### src/rtl/core/bsbd_pkg.sv
// Shared types and constants for the byte stack with bottom drain.
// Used by every module under rtl/core except bsbd_ram; depends on nothing.
package bsbd_pkg;

  localparam int DEPTH_DEF    = 256;
  localparam int MAX_TAKE_DEF = 64;

  localparam int DATA_W = 8;
  localparam int CNT_W  = 7;
  localparam int CAP_W  = 9;
  localparam int FILL_W = 9;

  localparam int APB_AW = 3;
  localparam int APB_DW = 32;

  localparam logic [CAP_W-1:0] CAP_RESET = 9'd256;

  // register index, taken from paddr[2]
  localparam logic REG_CAPACITY = 1'b0;

  typedef enum logic [1:0] {
    KIND_PUSH  = 2'd0,
    KIND_POP   = 2'd1,
    KIND_CLEAR = 2'd2,
    KIND_TAKE  = 2'd3
  } kind_t;

  typedef enum logic [1:0] {
    STAT_OK       = 2'd0,
    STAT_OVERFLOW = 2'd1,
    STAT_EMPTY    = 2'd2,
    STAT_TAKE_ERR = 2'd3
  } status_t;

  typedef enum logic [1:0] {
    ST_IDLE,
    ST_HOLD,
    ST_EMIT
  } state_t;

  // controller -> datapath
  typedef struct packed {
    logic accept;    // input beat taken this cycle
    logic out_imm;   // load output from the immediate result
    logic save_imm;  // park the immediate result in the pending register
    logic out_pend;  // load output from the pending register
    logic out_rd;    // load output from memory read data
    logic rd_next;   // issue the next read of a take
  } cmd_t;

  // datapath -> controller
  typedef struct packed {
    logic out_free;
    logic empty;
    logic take_bad;
    logic take_zero;
    logic last_rd;
  } sts_t;

endpackage

### src/rtl/core/bsbd_ram.sv
// Generic single-write, single-read RAM with registered read data.
// Standalone; no package dependency.
module bsbd_ram #(
  parameter int WIDTH = 8,
  parameter int DEPTH = 256,
  localparam int AW = (DEPTH > 1) ? $clog2(DEPTH) : 1
) (
  input  logic             clk,
  input  logic             we,
  input  logic [AW-1:0]    waddr,
  input  logic [WIDTH-1:0] wdata,
  input  logic             re,
  input  logic [AW-1:0]    raddr,
  output logic [WIDTH-1:0] rdata
);

  logic [WIDTH-1:0] mem [DEPTH];

  always_ff @(posedge clk) begin
    if (we) begin
      mem[waddr] <= wdata;
    end
    if (re) begin
      rdata <= mem[raddr];
    end
  end

endmodule

### src/rtl/core/bsbd_cfg.sv
// APB register block: holds the capacity register.
// Depends on bsbd_pkg.
module bsbd_cfg (
  input  logic                         clk,
  input  logic                         rst,
  input  logic                         psel,
  input  logic                         penable,
  input  logic                         pwrite,
  input  logic [bsbd_pkg::APB_AW-1:0]  paddr,
  input  logic [bsbd_pkg::APB_DW-1:0]  pwdata,
  output logic [bsbd_pkg::APB_DW-1:0]  prdata,
  output logic                         pready,
  output logic [bsbd_pkg::CAP_W-1:0]   capacity
);
  import bsbd_pkg::*;

  logic wr_en;

  assign pready = 1'b1;
  assign wr_en  = psel && penable && pwrite && pready;

  always_ff @(posedge clk) begin
    if (rst) begin
      capacity <= CAP_RESET;
    end else if (wr_en && paddr[2] == REG_CAPACITY) begin
      capacity <= pwdata[CAP_W-1:0];
    end
  end

  always_comb begin
    prdata = '0;
    if (paddr[2] == REG_CAPACITY) begin
      prdata = APB_DW'(capacity);
    end
  end

endmodule

### src/rtl/core/bsbd_ctrl.sv
// Controller FSM: input handshake and sequencing of result beats.
// Depends on bsbd_pkg; drives bsbd_dp through cmd_t, reads sts_t.
module bsbd_ctrl (
  input  logic            clk,
  input  logic            rst,
  input  logic            s_tvalid,
  output logic            s_tready,
  input  bsbd_pkg::kind_t kind,
  input  bsbd_pkg::sts_t  sts,
  output bsbd_pkg::cmd_t  cmd
);
  import bsbd_pkg::*;

  state_t state, state_next;
  logic   imm;

  always_ff @(posedge clk) begin
    if (rst) begin
      state <= ST_IDLE;
    end else begin
      state <= state_next;
    end
  end

  // pop of a held byte and a nonzero legal take go through memory
  assign imm = !((kind == KIND_POP && !sts.empty) ||
                 (kind == KIND_TAKE && !sts.take_bad && !sts.take_zero));

  always_comb begin
    state_next = state;
    cmd        = '0;
    s_tready   = 1'b0;
    case (state)
      ST_IDLE: begin
        s_tready = 1'b1;
        if (s_tvalid) begin
          cmd.accept = 1'b1;
          if (imm) begin
            if (sts.out_free) begin
              cmd.out_imm = 1'b1;
            end else begin
              cmd.save_imm = 1'b1;
              state_next   = ST_HOLD;
            end
          end else begin
            state_next = ST_EMIT;
          end
        end
      end
      ST_HOLD: begin
        if (sts.out_free) begin
          cmd.out_pend = 1'b1;
          state_next   = ST_IDLE;
        end
      end
      ST_EMIT: begin
        if (sts.out_free) begin
          cmd.out_rd = 1'b1;
          if (sts.last_rd) begin
            state_next = ST_IDLE;
          end else begin
            cmd.rd_next = 1'b1;
          end
        end
      end
      default: begin
        state_next = ST_IDLE;
      end
    endcase
  end

endmodule

### src/rtl/core/bsbd_dp.sv
// Datapath: circular byte store, level and base pointers, output register.
// Depends on bsbd_pkg and bsbd_ram; controlled by bsbd_ctrl.
module bsbd_dp #(
  parameter int DEPTH    = bsbd_pkg::DEPTH_DEF,
  parameter int MAX_TAKE = bsbd_pkg::MAX_TAKE_DEF
) (
  input  logic                         clk,
  input  logic                         rst,
  input  bsbd_pkg::cmd_t               cmd,
  output bsbd_pkg::sts_t               sts,
  input  bsbd_pkg::kind_t              kind,
  input  logic [bsbd_pkg::DATA_W-1:0]  data_in,
  input  logic [bsbd_pkg::CNT_W-1:0]   take_count,
  input  logic [bsbd_pkg::CAP_W-1:0]   capacity,
  input  logic                         out_ready,
  output logic                         out_valid,
  output logic [bsbd_pkg::DATA_W-1:0]  out_data,
  output logic                         out_dvalid,
  output bsbd_pkg::status_t            out_status,
  output logic [bsbd_pkg::FILL_W-1:0]  out_fill,
  output logic                         out_last
);
  import bsbd_pkg::*;

  localparam int ADDR_W = (DEPTH > 1) ? $clog2(DEPTH) : 1;
  localparam int LVL_W  = $clog2(DEPTH + 1);
  localparam int SUM_W  = LVL_W + 1;
  localparam int WIDE_W = (LVL_W > CAP_W) ? LVL_W : CAP_W;
  localparam int TAKE_W = $clog2(MAX_TAKE + 1);

  logic [LVL_W-1:0]  level;
  logic [ADDR_W-1:0] base;
  logic [ADDR_W-1:0] rd_ptr;
  logic [TAKE_W-1:0] remain;
  status_t           pend_status;
  logic [FILL_W-1:0] pend_fill;

  logic [WIDE_W-1:0] level_w, cnt_w, cap_w, eff_cap;
  logic              full, empty, take_bad, take_zero;
  logic              do_push, do_pop, do_clear, do_take;
  logic              re;
  logic [ADDR_W-1:0] waddr, raddr;
  logic [DATA_W-1:0] rdata;
  status_t           imm_status;
  logic [FILL_W-1:0] imm_fill;

  // base + offset modulo DEPTH; both operands stay below DEPTH + 1
  function automatic logic [ADDR_W-1:0] wrap_add(input logic [ADDR_W-1:0] a,
                                                  input logic [LVL_W-1:0]  off);
    logic [SUM_W-1:0] sum;
    sum = SUM_W'(a) + SUM_W'(off);
    if (sum >= SUM_W'(DEPTH)) begin
      sum = sum - SUM_W'(DEPTH);
    end
    return ADDR_W'(sum);
  endfunction

  assign level_w = WIDE_W'(level);
  assign cnt_w   = WIDE_W'(take_count);
  assign cap_w   = WIDE_W'(capacity);

  always_comb begin
    eff_cap = cap_w;
    if (cap_w < WIDE_W'(2)) begin
      eff_cap = WIDE_W'(2);
    end else if (cap_w > WIDE_W'(DEPTH)) begin
      eff_cap = WIDE_W'(DEPTH);
    end
  end

  assign full      = level_w >= eff_cap;
  assign empty     = (level == '0);
  assign take_bad  = (take_count > CNT_W'(MAX_TAKE)) || (cnt_w > level_w);
  assign take_zero = (take_count == '0);

  assign do_push  = cmd.accept && kind == KIND_PUSH && !full;
  assign do_pop   = cmd.accept && kind == KIND_POP && !empty;
  assign do_clear = cmd.accept && kind == KIND_CLEAR;
  assign do_take  = cmd.accept && kind == KIND_TAKE && !take_bad && !take_zero;

  // memory: push writes above the top, pop reads the top, take walks up from base
  assign waddr = wrap_add(base, level);
  assign re    = do_pop || do_take || cmd.rd_next;

  always_comb begin
    if (do_pop) begin
      raddr = wrap_add(base, level - LVL_W'(1));
    end else if (do_take) begin
      raddr = base;
    end else begin
      raddr = rd_ptr;
    end
  end

  bsbd_ram #(
    .WIDTH (DATA_W),
    .DEPTH (DEPTH)
  ) u_ram (
    .clk   (clk),
    .we    (do_push),
    .waddr (waddr),
    .wdata (data_in),
    .re    (re),
    .raddr (raddr),
    .rdata (rdata)
  );

  // single-beat result for everything that needs no memory read
  always_comb begin
    imm_status = STAT_OK;
    imm_fill   = FILL_W'(level);
    case (kind)
      KIND_PUSH: begin
        if (full) begin
          imm_status = STAT_OVERFLOW;
        end else begin
          imm_fill = FILL_W'(level + LVL_W'(1));
        end
      end
      KIND_POP: begin
        imm_status = STAT_EMPTY;
      end
      KIND_CLEAR: begin
        imm_fill = '0;
      end
      KIND_TAKE: begin
        if (take_bad) begin
          imm_status = STAT_TAKE_ERR;
        end
      end
      default: begin
        imm_status = STAT_OK;
      end
    endcase
  end

  always_ff @(posedge clk) begin
    if (rst) begin
      level  <= '0;
      base   <= '0;
      remain <= '0;
    end else begin
      if (do_push) begin
        level <= level + LVL_W'(1);
      end else if (do_pop) begin
        level <= level - LVL_W'(1);
      end else if (do_clear) begin
        level <= '0;
      end else if (do_take) begin
        level <= level - LVL_W'(take_count);
        base  <= wrap_add(base, LVL_W'(take_count));
      end

      if (do_pop) begin
        remain <= TAKE_W'(1);
      end else if (do_take) begin
        remain <= TAKE_W'(take_count);
      end else if (cmd.out_rd) begin
        remain <= remain - TAKE_W'(1);
      end
    end
  end

  always_ff @(posedge clk) begin
    if (do_take) begin
      rd_ptr <= wrap_add(base, LVL_W'(1));
    end else if (cmd.rd_next) begin
      rd_ptr <= wrap_add(rd_ptr, LVL_W'(1));
    end
    if (cmd.save_imm) begin
      pend_status <= imm_status;
      pend_fill   <= imm_fill;
    end
  end

  // output register
  always_ff @(posedge clk) begin
    if (rst) begin
      out_valid <= 1'b0;
    end else if (cmd.out_imm || cmd.out_pend || cmd.out_rd) begin
      out_valid <= 1'b1;
    end else if (out_ready) begin
      out_valid <= 1'b0;
    end
  end

  always_ff @(posedge clk) begin
    if (cmd.out_imm) begin
      out_data   <= '0;
      out_dvalid <= 1'b0;
      out_status <= imm_status;
      out_fill   <= imm_fill;
      out_last   <= 1'b1;
    end else if (cmd.out_pend) begin
      out_data   <= '0;
      out_dvalid <= 1'b0;
      out_status <= pend_status;
      out_fill   <= pend_fill;
      out_last   <= 1'b1;
    end else if (cmd.out_rd) begin
      out_data   <= rdata;
      out_dvalid <= 1'b1;
      out_status <= STAT_OK;
      out_fill   <= FILL_W'(level);
      out_last   <= (remain == TAKE_W'(1));
    end
  end

  always_comb begin
    sts.out_free  = !out_valid || out_ready;
    sts.empty     = empty;
    sts.take_bad  = take_bad;
    sts.take_zero = take_zero;
    sts.last_rd   = (remain == TAKE_W'(1));
  end

  a_level_bound: assert property (@(posedge clk) disable iff (rst)
    level <= LVL_W'(DEPTH))
    else $error("level above store depth");

  a_no_overwrite: assert property (@(posedge clk) disable iff (rst)
    out_valid && !out_ready |-> !(cmd.out_imm || cmd.out_pend || cmd.out_rd))
    else $error("output register loaded while stalled");

  a_rd_next_remain: assert property (@(posedge clk) disable iff (rst)
    cmd.rd_next |-> remain > TAKE_W'(1))
    else $error("take read issued past its count");

  a_take_level: assert property (@(posedge clk) disable iff (rst)
    do_take |=> level == $past(level - LVL_W'(take_count)))
    else $error("take did not lower level by its count");

endmodule

### src/rtl/core/byte_stack_with_bottom_drain.sv
// Byte stack with bottom drain: push, pop newest, clear, take oldest N bytes.
// Push, clear, zero-count takes and faults give one beat straight to the output
// register, or park it while that stalls; pop and take read the byte store's
// registered port first. Push/clear/faults take one item per cycle unless
// stalled; pop and take accept no beat until their last byte is loaded. Reset:
// sync, active high; level and base clear, capacity to 256, store not swept.
module byte_stack_with_bottom_drain #(
  parameter int DEPTH    = bsbd_pkg::DEPTH_DEF,
  parameter int MAX_TAKE = bsbd_pkg::MAX_TAKE_DEF
) (
  input  logic                         clk,
  input  logic                         rst,
  // input beats
  input  logic                         s_tvalid,
  output logic                         s_tready,
  input  logic [15:0]                  s_tdata,   // [7:0] data_in, [14:8] take_count
  input  logic [1:0]                   s_tuser,   // [1:0] kind
  // result beats
  output logic                         m_tvalid,
  input  logic                         m_tready,
  output logic [23:0]                  m_tdata,   // [7:0] data_out, [16:8] fill_level
  output logic [2:0]                   m_tuser,   // [0] data_valid, [2:1] status
  output logic                         m_tlast,
  // configuration
  input  logic                         psel,
  input  logic                         penable,
  input  logic                         pwrite,
  input  logic [bsbd_pkg::APB_AW-1:0]  paddr,
  input  logic [bsbd_pkg::APB_DW-1:0]  pwdata,
  output logic [bsbd_pkg::APB_DW-1:0]  prdata,
  output logic                         pready
);
  import bsbd_pkg::*;

  cmd_t              cmd;
  sts_t              sts;
  kind_t             kind;
  logic [CAP_W-1:0]  capacity;
  logic [DATA_W-1:0] out_data;
  logic              out_dvalid;
  status_t           out_status;
  logic [FILL_W-1:0] out_fill;

  // unpack the input beat
  assign kind = kind_t'(s_tuser[1:0]);

  bsbd_cfg u_cfg (
    .clk      (clk),
    .rst      (rst),
    .psel     (psel),
    .penable  (penable),
    .pwrite   (pwrite),
    .paddr    (paddr),
    .pwdata   (pwdata),
    .prdata   (prdata),
    .pready   (pready),
    .capacity (capacity)
  );

  // the controller only sequences; all storage and arithmetic sit in the datapath
  bsbd_ctrl u_ctrl (
    .clk      (clk),
    .rst      (rst),
    .s_tvalid (s_tvalid),
    .s_tready (s_tready),
    .kind     (kind),
    .sts      (sts),
    .cmd      (cmd)
  );

  // the store is a ring: a take advances its base instead of moving bytes down
  bsbd_dp #(
    .DEPTH    (DEPTH),
    .MAX_TAKE (MAX_TAKE)
  ) u_dp (
    .clk        (clk),
    .rst        (rst),
    .cmd        (cmd),
    .sts        (sts),
    .kind       (kind),
    .data_in    (s_tdata[7:0]),
    .take_count (s_tdata[14:8]),
    .capacity   (capacity),
    .out_ready  (m_tready),
    .out_valid  (m_tvalid),
    .out_data   (out_data),
    .out_dvalid (out_dvalid),
    .out_status (out_status),
    .out_fill   (out_fill),
    .out_last   (m_tlast)
  );

  // pack the result beat, zero fill to whole bytes
  assign m_tdata = {7'b0, out_fill, out_data};
  assign m_tuser = {out_status, out_dvalid};

endmodule
### config.mk
export PLATFORM = sky130hd
export DESIGN_NAME = byte_stack_with_bottom_drain
export DESIGN_NICKNAME = d
export VERILOG_FILES = /design/src/rtl/core/bsbd_pkg.sv /design/src/rtl/core/bsbd_ram.sv /design/src/rtl/core/bsbd_cfg.sv /design/src/rtl/core/bsbd_ctrl.sv /design/src/rtl/core/bsbd_dp.sv /design/src/rtl/core/byte_stack_with_bottom_drain.sv
export SDC_FILE = /design/constraint.sdc
export NUM_CORES = 2
export LEC_CHECK = 0
export BUFFER_PORTS_ARGS = -buffer_cell sky130_fd_sc_hd__buf_2
export CAP_MARGIN = 25
export CORE_UTILIZATION = 45
export DETAILED_ROUTE_END_ITERATION = 8
export PLACE_DENSITY = 0.72
export SETUP_SLACK_MARGIN = 0.1
export SLEW_MARGIN = 20
export SYNTH_ARGS = -nofsm -noshare
export SYNTH_HDL_FRONTEND = slang
export SYNTH_SLANG_ARGS = --single-unit
export TNS_END_PERCENT = 10
### constraint.sdc
create_clock -name clk -period 7.5 [get_ports clk]
set_input_delay 1.5 -clock clk [delete_from_list [all_inputs] [get_ports clk]]
set_output_delay 1.5 -clock clk [all_outputs]
set_load 0.05 [all_outputs]
==> metrics.md <==
| Metric | Value |
|---|---|
| Top cell type's share of synthesized area | `72.7%` |
| Ys async rst share | `0%` |
| Final TNS setup | `0 ps` |
| Avg Cell Area, Syn | `14.3 um^2` |
| Die ar. | `193000 um^2` |
| Layout net count | `6140` |
| Vias/cell | `6.14` |
| Leak pwr | `31.5 nW` |
| MaxCap Viol Count | `0` |
| Initial core utilization | `45.3%` |
| Hold crit path type | `register to register` |
| R2R Path Start | `u_dp.level[2]$_SDFFE_PP0P_` |
| Synth Register Bits | `2132` |
| Area contributors post-synth | `edfxtp_1, nand2_1, mux2i_1, nor2_1, a31oi_1` |
| Primary FF master, synth | `edfxtp_1` |
| Post-synthesis cell area | `86200 um^2` |
| PortBufs | `65` |
| Number of cells after detailed placement | `8344` |
| First-pass DRT Iterations | `9` |
| Num rows | `160` |
| Tot GR Track Use | `23.2%` |
| Synth top cells by count | `edfxtp_1, nand2_1, nor2_1, mux2i_1, a21oi_1` |
| VDD IR max | `0.288 mV` |
| Via count | `53574` |
| Min cycle time layout | `6120 ps` |
| # DRC | `2` |
| Yosys warnings | `0` |
| Remaining Overflow, GRT | `0` |
| Period utilization | `81.6%` |
| Worst r2r path cells | `12` |
| Worst setup EP type | `register` |
| Slew HR | `18.1%` |
| Initial antenna violation count | `9` |
| GPL Wtd Cong | `0.931` |
| Layout cells sized above 1 | `9.59%` |
| Wire per inst | `26.3 um` |
| DRT Wirelength | `229000 um` |
| Met3 Use GR | `4.89%` |
| Non-Filler Instances | `8720` |
| Slew Viols, Final | `0` |
| Final Hold Violating Endpoints | `0` |
| Grt met2 use | `36.1%` |
| Grt peak-use layer | `met2` |
| Post-CTS Resized | `0` |
| HPWL Detailed | `134000 um` |
| Root Buffer | `clkbuf_16` |
| Area growth, synth to finish | `11.6%` |
| Crit path from | `s_tdata[14]` |
| Post-synth EDFFs | `2086` |
| Violated checks | `DRC` |
| Startpoint Class | `input port` |
| Most common cell in the synthesized netlist | `edfxtp_1` |
| Post-synthesis sequential area ratio | `73.8%` |
| Clock Skew | `31.5 ps` |
| Die X | `440 um` |
| Worst-Margin Slew | `1230 ps` |
| Die Y | `440 um` |
| Flop-to-flop setup slack | `1440 ps` |
| CTS clk-pin slew, worst paths | `60 ps` |
| Core area | `190000 um^2` |
| Synth cell types | `81` |
| GR Layer Usage met1 | `31.6%` |
| Clk_lat worst skew | `860 ps` |
| H-tree depth | `4` |
| PD cells | `299 nW/um^2` |
| Post-detailed-route count of antenna-violating nets | `0` |
| Crit Path Class | `input port to register` |
| Post-synth top area cell | `edfxtp_1` |
| Post-CTS setup buffers | `0` |
| Mapped Cells | `6034` |
| Req. time, crit path | `8080 ps` |
| Final Util | `50.6%` |
| Setup-failing EPs final | `0` |
| CTS sink cnt | `2132` |
| Vias in the first global route | `50868` |
| RSZ-0062 raised after global routing | `false` |
| First-pass GRT wire length | `333000 um` |
| Largest net degree at the start of global routing | `196` |
| CTS tree | `yes` |
| Crit path DAT | `6700 ps` |
| Iter 0 DRT Violations | `8283` |
| Crit path to | `u_dp.u_ram.rdata[7]$_DFFE_PP_` |
| CTS Buffer Depth | `3` |
| RR Endpoint | `u_dp.u_ram.rdata[7]$_DFFE_PP_` |
| Top-level port count | `123` |
| Status | `finished, violations left` |
| # hold bufs at CTS | `0` |
| F_max | `163 MHz` |
| TritonCTS buffer count | `199` |
| Fin Hold WS | `458 ps` |
| Max FO, Critical Path | `49` |
## worst min path at each step
| stage | from | endpoint | slack (ps) | cells after the start |
|---|---|---|---|---|
| after detailed placement | u_dp.out_data[1]$_SDFFE_PP0P_ | u_dp.out_data[1]$_SDFFE_PP0P_ | 450 | 2 |
| after CTS | u_dp.out_data[1]$_SDFFE_PP0P_ | u_dp.out_data[1]$_SDFFE_PP0P_ | 460 | 2 |
| final | u_dp.out_data[1]$_SDFFE_PP0P_ | u_dp.out_data[1]$_SDFFE_PP0P_ | 460 | 2 |
| after global routing | u_dp.out_data[1]$_SDFFE_PP0P_ | u_dp.out_data[1]$_SDFFE_PP0P_ | 480 | 2 |
| after floorplan | u_dp.out_dvalid$_SDFFE_PP0P_ | u_dp.out_dvalid$_SDFFE_PP0P_ | 440 | 2 |
| after global placement | u_dp.out_data[7]$_SDFFE_PP0P_ | u_dp.out_data[7]$_SDFFE_PP0P_ | 440 | 2 |
## layout make-up
class / instances / area (um^2)
well taps: 2511 / 3140
inverters: 30 / 113
flip-flops and latches: 2132 / 63600
diodes: 5 / 12.5
multi-input cells: 3468 / 20800
clock buffers: 255 / 5370
clock inverters: 116 / 1230
repair buffers: 203 / 1940
fillers: 15362 / 94000
## power breakdown
group,internal (mW),switching [mW],total (mW)
Sequential,13.2,0.0761,13.3
Combinational,1.53,3.72,5.25
Clock,5.88,4.38,10.3
Total,20.6,8.18,28.8
## registers in the layout, summed over array words and instances, names as in the netlist, 2 cells and up
register,flops
u_dp.remain,7
u_dp.out_fill,9
u_ctrl.state,2
u_dp.u_ram.mem,2048
u_dp.base,8
u_dp.out_status,2
u_dp.out_data,8
u_dp.pend_status,2
u_cfg.capacity,9
u_dp.rd_ptr,8
u_dp.pend_fill,9
u_dp.u_ram.rdata,8
u_dp.level,9
## cells by family after synthesis
family                     count (synthesis)  synth area share, %
muxes                                    342                 4.13
DFF                                     2132                 73.8
AOI/OAI and AO/OA                       1146                 9.19
buffers and inverters                    463                 2.46
and+or+nand+nor                         1857                 9.27
xor gates and xnor gates                  46                0.468
other                                      2              0.00872
adders and majority gates                 46                0.703
## placed cells by master, fill, tap and decap left out, drive strengths merged, types with 78 or more instances in the layout
cell type / count
mux2i: 232
a22oi: 90
clkbuf: 255
and3: 97
a21oi: 227
a31oi: 185
nor2: 319
edfxtp: 2086
nand3: 203
mux2: 110
o21ai: 128
clkinv: 78
nand2: 1061
buf: 203
## stage by stage
stage / setup WS, ps / instance area, um^2 / power (mW)
5_1_grt: 1260 / 96100 / 29.5
6_report: 1380 / 96200 / 28.8
3_3_place_gp: 587 / 89400 / 18.5
3_5_place_dp: 564 / 89500 / 18.6
4_1_cts: 1470 / 96100 / 28.7
2_1_floorplan: 2340 / 86300 / 16.6
## worst max-delay path: stages
cell and delay (ps):
buf_2 170, inv_1 60, ha_1 360, a2111oi_0 480, o21ai_0 200, or2_2 390, a21oi_1 530, or2_4 780
nor2_4 290, buf_4 400, a21oi_1 190, o211ai_1 190, a41oi_1 480, nand4_1 260, and4b_1 330
## metal layers
metal	share of wire, %	wire length (um)
met4	4.5	10300
met5	0.011	26
met1	38	87700
met3	11	25500
met2	46	106000
Note: power is estimated with default switching activity, not from simulation.
